## config.mk

```make
export PLATFORM = sky130hd
export DESIGN_NAME = shelf_atlas_packer_unit
export DESIGN_NICKNAME = d
export VERILOG_FILES = /design/src/design/sap_pkg.sv /design/src/design/shelf_atlas_packer_unit.sv
export SDC_FILE = /design/constraint.sdc
export NUM_CORES = 1
export LEC_CHECK = 0
export BUFFER_PORTS_ARGS = -buffer_cell sky130_fd_sc_hd__buf_2
export CAP_MARGIN = 10
export CORE_ASPECT_RATIO = 0.6
export CORE_MARGIN = 5
export CORE_UTILIZATION = 41
export CTS_CLUSTER_DIAMETER = 200
export DETAILED_ROUTE_END_ITERATION = 8
export PLACE_DENSITY_LB_ADDON = 0.05
export SLEW_MARGIN = 20
export SYNTH_ARGS = -nofsm -noshare
export SYNTH_HDL_FRONTEND = slang
export SYNTH_SLANG_ARGS = --single-unit
```

## constraint.sdc

```tcl
create_clock -name clk -period 18.2 [get_ports clk]
set_input_delay 0 -clock clk [delete_from_list [all_inputs] [get_ports clk]]
set_output_delay 0 -clock clk [all_outputs]
set_load 0.01 [all_outputs]
```

## src/design/sap_pkg.sv

```systemverilog
// Shared widths, register indexes and result type for the shelf atlas packer
package sap_pkg;

    localparam int DIM_W  = 15;
    localparam int PAD_W  = 8;
    localparam int PAGE_W = 8;
    localparam int SUM_W  = 18;
    localparam int CFG_W  = 15;
    localparam int IDX_W  = 1;

    typedef enum logic [IDX_W-1:0] {
        CFG_CANVAS_SIZE = 1'b0,
        CFG_PAD_TEXELS  = 1'b1
    } cfg_index_t;

    localparam logic [DIM_W-1:0] CANVAS_RESET = 15'd1024;
    localparam logic [PAD_W-1:0] PAD_RESET    = 8'd2;

    typedef struct packed {
        logic [DIM_W-1:0]  pos_x;
        logic [DIM_W-1:0]  pos_y;
        logic [PAGE_W-1:0] page_index;
        logic              too_large;
    } result_t;

endpackage

```

## src/design/shelf_atlas_packer_unit.sv

```systemverilog
// Next-fit shelf packer that places rectangles on square atlas pages
//
//   channel | signals                                        | direction
//   --------+------------------------------------------------+----------
//   in      | in_valid, in_stall, rect_width/height, start    | beat in
//   out     | out_valid, out_stall, pos_x/y, page_index, flag | beat out
//   cfg     | cfg_we, cfg_index, cfg_data                    | write only
//
// One rectangle per cycle unless in_stall; a placement is one pass of add/compare
// logic on the four shelf registers; the result is registered in the output stage.
// A two-entry output stage (output register plus skid) keeps input accepting
// while a result waits; in_stall rises only when both entries hold beats.
// Reset clears the shelf state, page count and output stage, and restores
// canvas_size to 1024 and pad_texels to 2.
module shelf_atlas_packer_unit #(
    parameter int MAX_PAGES = 256
) (
    input  logic                        clk,
    input  logic                        rst_n,
    input  logic                        in_valid,
    output logic                        in_stall,
    input  logic [sap_pkg::DIM_W-1:0]   rect_width,
    input  logic [sap_pkg::DIM_W-1:0]   rect_height,
    input  logic                        start_batch,
    output logic                        out_valid,
    input  logic                        out_stall,
    output logic [sap_pkg::DIM_W-1:0]   pos_x,
    output logic [sap_pkg::DIM_W-1:0]   pos_y,
    output logic [sap_pkg::PAGE_W-1:0]  page_index,
    output logic                        too_large,
    input  logic                        cfg_we,
    input  logic [sap_pkg::IDX_W-1:0]   cfg_index,
    input  logic [sap_pkg::CFG_W-1:0]   cfg_data
);

    localparam int DW = sap_pkg::DIM_W;
    localparam int SW = sap_pkg::SUM_W;
    localparam int PW = sap_pkg::PAGE_W;
    localparam logic [PW-1:0] PAGE_CAP =
        (MAX_PAGES - 1 > 255) ? 8'd255 : PW'(MAX_PAGES - 1);

    logic [DW-1:0]         canvas_size_reg;
    logic [sap_pkg::PAD_W-1:0] pad_texels_reg;

    logic [DW-1:0] cursor_x_reg, cursor_x_next;
    logic [DW-1:0] shelf_y_reg, shelf_y_next;
    logic [DW-1:0] shelf_height_reg, shelf_height_next;
    logic [PW-1:0] page_number_reg, page_number_next;

    logic             out_valid_reg, out_valid_next;
    logic             skid_valid_reg, skid_valid_next;
    sap_pkg::result_t out_data_reg, out_data_next;
    sap_pkg::result_t skid_data_reg, skid_data_next;
    sap_pkg::result_t res;

    logic          accept;
    logic          take;
    logic [SW-1:0] w_ext, h_ext, pad_ext, cv_ext;
    logic [SW-1:0] cx0, sy0, sh0;
    logic [SW-1:0] cx1, sy1, sh1;
    logic [SW-1:0] cx2, sh2, sy2, px, py;
    logic [PW-1:0] pg0, pg1, pg2;
    logic          too, brk, open1, open2;

    assign accept = in_valid && !skid_valid_reg;
    assign take   = out_valid_reg && !out_stall;

    always_comb
    begin
        w_ext   = SW'(rect_width);
        h_ext   = SW'(rect_height);
        pad_ext = SW'(pad_texels_reg);
        cv_ext  = SW'(canvas_size_reg);

        cx0 = start_batch ? '0 : SW'(cursor_x_reg);
        sy0 = start_batch ? '0 : SW'(shelf_y_reg);
        sh0 = start_batch ? '0 : SW'(shelf_height_reg);
        pg0 = start_batch ? '0 : page_number_reg;

        too = (w_ext + pad_ext > cv_ext) || (h_ext + pad_ext > cv_ext);

        // break to a new shelf
        brk   = cx0 + w_ext + pad_ext > cv_ext;
        cx1   = brk ? '0 : cx0;
        sy1   = brk ? sy0 + sh0 + pad_ext : sy0;
        sh1   = brk ? '0 : sh0;
        open1 = brk && (sy1 + pad_ext > cv_ext);
        pg1   = pg0;
        if (open1)
        begin
            cx1 = '0;
            sy1 = '0;
            sh1 = '0;
            pg1 = (pg0 < PAGE_CAP) ? pg0 + 1'b1 : pg0;
        end

        // place on the shelf
        px  = cx1 + pad_ext;
        py  = sy1 + pad_ext;
        cx2 = cx1 + w_ext + pad_ext;
        sh2 = (h_ext > sh1) ? h_ext : sh1;
        sy2 = sy1;
        pg2 = pg1;

        // restart on a fresh page on overflow
        open2 = sy1 + sh2 + pad_ext > cv_ext;
        if (open2)
        begin
            px  = pad_ext;
            py  = pad_ext;
            cx2 = w_ext + pad_ext;
            sh2 = h_ext;
            sy2 = '0;
            pg2 = (pg1 < PAGE_CAP) ? pg1 + 1'b1 : pg1;
        end

        if (too)
        begin
            cursor_x_next     = cx0[DW-1:0];
            shelf_y_next      = sy0[DW-1:0];
            shelf_height_next = sh0[DW-1:0];
            page_number_next  = pg0;
            res.pos_x         = '0;
            res.pos_y         = '0;
            res.page_index    = pg0;
            res.too_large     = 1'b1;
        end
        else
        begin
            cursor_x_next     = cx2[DW-1:0];
            shelf_y_next      = sy2[DW-1:0];
            shelf_height_next = sh2[DW-1:0];
            page_number_next  = pg2;
            res.pos_x         = px[DW-1:0];
            res.pos_y         = py[DW-1:0];
            res.page_index    = pg2;
            res.too_large     = 1'b0;
        end
    end

    always_comb
    begin
        out_valid_next  = out_valid_reg;
        out_data_next   = out_data_reg;
        skid_valid_next = skid_valid_reg;
        skid_data_next  = skid_data_reg;
        if (take || !out_valid_reg)
        begin
            // refill output from skid first, else from the new beat
            if (skid_valid_reg)
            begin
                out_valid_next  = 1'b1;
                out_data_next   = skid_data_reg;
                skid_valid_next = 1'b0;
            end
            else
            begin
                out_valid_next = accept;
                out_data_next  = res;
            end
        end
        else if (accept)
        begin
            skid_valid_next = 1'b1;
            skid_data_next  = res;
        end
    end

    always_ff @(posedge clk or negedge rst_n)
    begin
        if (!rst_n)
        begin
            canvas_size_reg  <= sap_pkg::CANVAS_RESET;
            pad_texels_reg   <= sap_pkg::PAD_RESET;
            cursor_x_reg     <= '0;
            shelf_y_reg      <= '0;
            shelf_height_reg <= '0;
            page_number_reg  <= '0;
            out_valid_reg    <= 1'b0;
            skid_valid_reg   <= 1'b0;
        end
        else
        begin
            if (cfg_we)
            begin
                case (sap_pkg::cfg_index_t'(cfg_index))
                    sap_pkg::CFG_CANVAS_SIZE: canvas_size_reg <= cfg_data;
                    sap_pkg::CFG_PAD_TEXELS:
                        pad_texels_reg <= cfg_data[sap_pkg::PAD_W-1:0];
                    default: canvas_size_reg <= canvas_size_reg;
                endcase
            end
            if (accept)
            begin
                cursor_x_reg     <= cursor_x_next;
                shelf_y_reg      <= shelf_y_next;
                shelf_height_reg <= shelf_height_next;
                page_number_reg  <= page_number_next;
            end
            out_valid_reg  <= out_valid_next;
            skid_valid_reg <= skid_valid_next;
        end
    end

    always_ff @(posedge clk)
    begin
        out_data_reg  <= out_data_next;
        skid_data_reg <= skid_data_next;
    end

    assign in_stall   = skid_valid_reg;
    assign out_valid  = out_valid_reg;
    assign pos_x      = out_data_reg.pos_x;
    assign pos_y      = out_data_reg.pos_y;
    assign page_index = out_data_reg.page_index;
    assign too_large  = out_data_reg.too_large;

endmodule

```

==> run_results.csv <==
group,metric,value,unit
clock_network,cts_resized,0,
power,p_seq_share,15.2,%
logic_synthesis,synth.ff_latch_count,156,
clock_network,clkLatencyLatePin,460,ps
power,clkPwrFrac,10.6,%
sta,slew_headroom,39.7,%
detailed_routing,drtAntennaViolNets,0,
logic_synthesis,synth_cell_types,89,
critical_path,criticalPathCategory,"register to register",
power,power.leakage,8.13,nW
logic_synthesis,synth_edf_count,78,
floorplan,initial_core_util,41.6,%
finish,drive_gt1_share,12.6,%
logic_synthesis,syn_nets,2066,
floorplan,io_pins,93,
global_routing,grt_util_all_layers,23.5,%
place,place_congestion,0.916,
critical_path,max_stage_delay,800,ps
logic_synthesis,ys.flop_type,"edfxtp_1",
run,max_cap_viol_count,0,
sta,fin_crit,15490,ps
place,io_buffers,92,
power,intPower,1.67,mW
clock_network,clk_pin_slew,80,ps
critical_path,crit_fanout,41,
clock_network,root_buffer,"clkbuf_16",
detailed_routing,wl,50.5,mm
finish,stdcell_area,0.0178,mm²
clock_network,cts_buffers,17,
clock_network,clk_path_buf_depth,2,
logic_synthesis,yosysMostFrequentCell,"ha_1",
logic_synthesis,netlist_top_cells_area,"ha_1 17%, edfxtp_1 15%, dfrtp_1 12%",
power,p_comb_share,74.2,%
logic_synthesis,syn_area,0.0157,mm²
status,outcome,"finished, final reports clean",
sta,drv_slew,0,
critical_path,cp_common_cell,"ha_1",
logic_synthesis,synth_top_area_cell,"ha_1",
detailed_routing,wl_per_cell,21.1,µm
place,hpwl,39.4,mm
power,switching_power,1.86,mW
logic_synthesis,synth-async-reset-ratio,50.0,%
sta,rsz0062_at_grt,"false",
place,dp_slack,2930,ps
finish,syn_to_final_growth,12.9,%
sta,worst_pin_slew,892,ps
floorplan,rows,55,
global_routing,grt_start_max_net_pins,53,
logic_synthesis,yosysSeqAreaShare,27.3,%
power,vdd_drop_max,0.000212,V
critical_path,critPathArrivalTime,15830,ps
clock_network,cts_sinks,156,
floorplan,die_area,0.0425,mm²
global_routing,grt.overflow.total,0,
power,switching_share,52.7,%
sta,setup_ws,2710,ps
global_routing,antenna_found_initial,1,
detailed_routing,num_vias,13275,
sta,finalSetupViolCount,0,
logic_synthesis,yosys_warnings,0,
sta,fmax,0.0645,GHz
power,finalPower,3.53,mW
logic_synthesis,synth_common_cells,"216 x ha_1, 196 x nand2_1, 119 x o21ai_0",
sta,finalHoldViolations,0,
floorplan,die_x,263,µm
clock_network,cts_tree,"done",
detailed_routing,drc,0,
critical_path,end_kind,"register",
critical_path,required,18530,ps
sta,fin_skew,14.1,ps
logic_synthesis,synth_area_per_cell,8.95,µm²
detailed_routing,drtPass1Iterations,5,
logic_synthesis,netlist_instances,1757,
critical_path,slowest_stage,"o41ai_1",
sta,final.period_utilization,85.1,%
detailed_routing,first_iter_violations,1114,
logic_synthesis,yosys.area.top_type_share,17.2,%
global_routing,first_global_vias,12687,
detailed_routing,vias_per_cell,5.54,
sta,finalSetupTns,0,ps
clock_network,ctsHtreeMaxLevel,4,
min_path,hold_path_class,"input pin to asynchronous set/reset pin",
finish,nNetsFinal,2180,
finish,largest_reg_flops,39,
floorplan,dieHeight,162,µm
power,powerDensity,199,mW/mm²
global_routing,grt_pass1_wl,77.0,mm
critical_path,worst_setup_path_start_kind,"register",
place,dpl_cell_area,0.0168,mm²
floorplan,coreArea,0.0378,mm²
-- cells by family after synthesis --
family / synth area share, %
buffers and inverters: 4.32
flip-flops: 27.3
AND/OR/NAND/NOR: 17.3
AO/OA/AOI/OAI: 18.4
multiplexers: 4.26
XOR/XNOR: 6.02
adder cells (fa/ha/maj): 22.4
-- timing repair --
action,CTS,global route
endpoints found under the hold margin,61,6
hold buffers,28,1
setup buffers,0,0
setup endpoints to repair,0,0
-- cell type report --
| cell class | count | area (µm²) |
|---|---|---|
| multi-input combinational | 1430 | 10800 |
| inverter | 116 | 435 |
| timing repair buffer | 150 | 971 |
| clock inverter | 15 | 188 |
| sequential | 156 | 4300 |
| clock buffer | 17 | 425 |
| fill | 3696 | 20000 |
| tap | 513 | 642 |
| antenna | 1 | 2.50 |
-- layer usage --
metal	track usage [%]	wire length, µm	vias to the layer above
li1	-	-	6517
met1	36.6	26200	6360
met2	33.5	20300	358
met3	5.54	3470	40
met4	3.99	578	0
met5	0	0	-
-- critical path, delay by kind of cell (launching register included) --
family | cells | cell delay [ps]
XOR/XNOR | 2 | 290
flip-flops | 1 | 750
AND/OR/NAND/NOR | 16 | 3030
multiplexers | 2 | 410
buffers and inverters | 5 | 1110
AO/OA/AOI/OAI | 27 | 6710
adder cells (fa/ha/maj) | 9 | 3030
-- cells in the final DEF (no fill, tap or decap), drive strengths merged, types with 78 or more instances in the layout --
cell type	instances
ha	216
nand2	196
o21ai	123
inv	123
buf	121
nor2	117
a21oi	116
xnor2	80
edfxtp	78
-- final timing paths --
kind / startpoint / endpoint / slack, ps / depth (start not counted)
min in group clk: rect_height[12] / shelf_height_reg[12]$_DFFE_PN0P_ / 40 / 5
max in group asynchronous: rst_n / cursor_x_reg[14]$_DFFE_PN0P_ / 17030 / 3
min: rst_n / shelf_y_reg[11]$_DFFE_PN0P_ / 40 / 2
max reg2reg: pad_texels_reg[2]$_DFFE_PN0P_ / pos_y[9]$_DFFE_PN_ / 2710 / 61
min reg2reg: shelf_y_reg[0]$_DFFE_PN0P_ / shelf_y_reg[0]$_DFFE_PN0P_ / 480 / 2
max: pad_texels_reg[2]$_DFFE_PN0P_ / pos_y[9]$_DFFE_PN_ / 2710 / 61
-- power groups by stage --
stage | Combinational (mW) | Sequential (mW) | Clock [mW]
3_5_place_dp | 2.57 | 0.545 | 0
5_1_grt | 2.92 | 0.548 | 0.401
3_3_place_gp | 2.56 | 0.543 | 0
4_1_cts | 2.60 | 0.537 | 0.385
6_report | 2.62 | 0.537 | 0.375
2_1_floorplan | 1.86 | 0.550 | 0
-- through the flow --
step                      util (%)  hold WS [ps]  instances
after CTS                     46.9          6.35       2396
after detailed placement      44.6         -9.00       2336
final                         47.0          37.3       2398
after global routing          47.0          51.2       2397
after global placement        44.6         -14.3       2336
after floorplan                  -          -296       1757
Power figures use the tool's default switching activity.
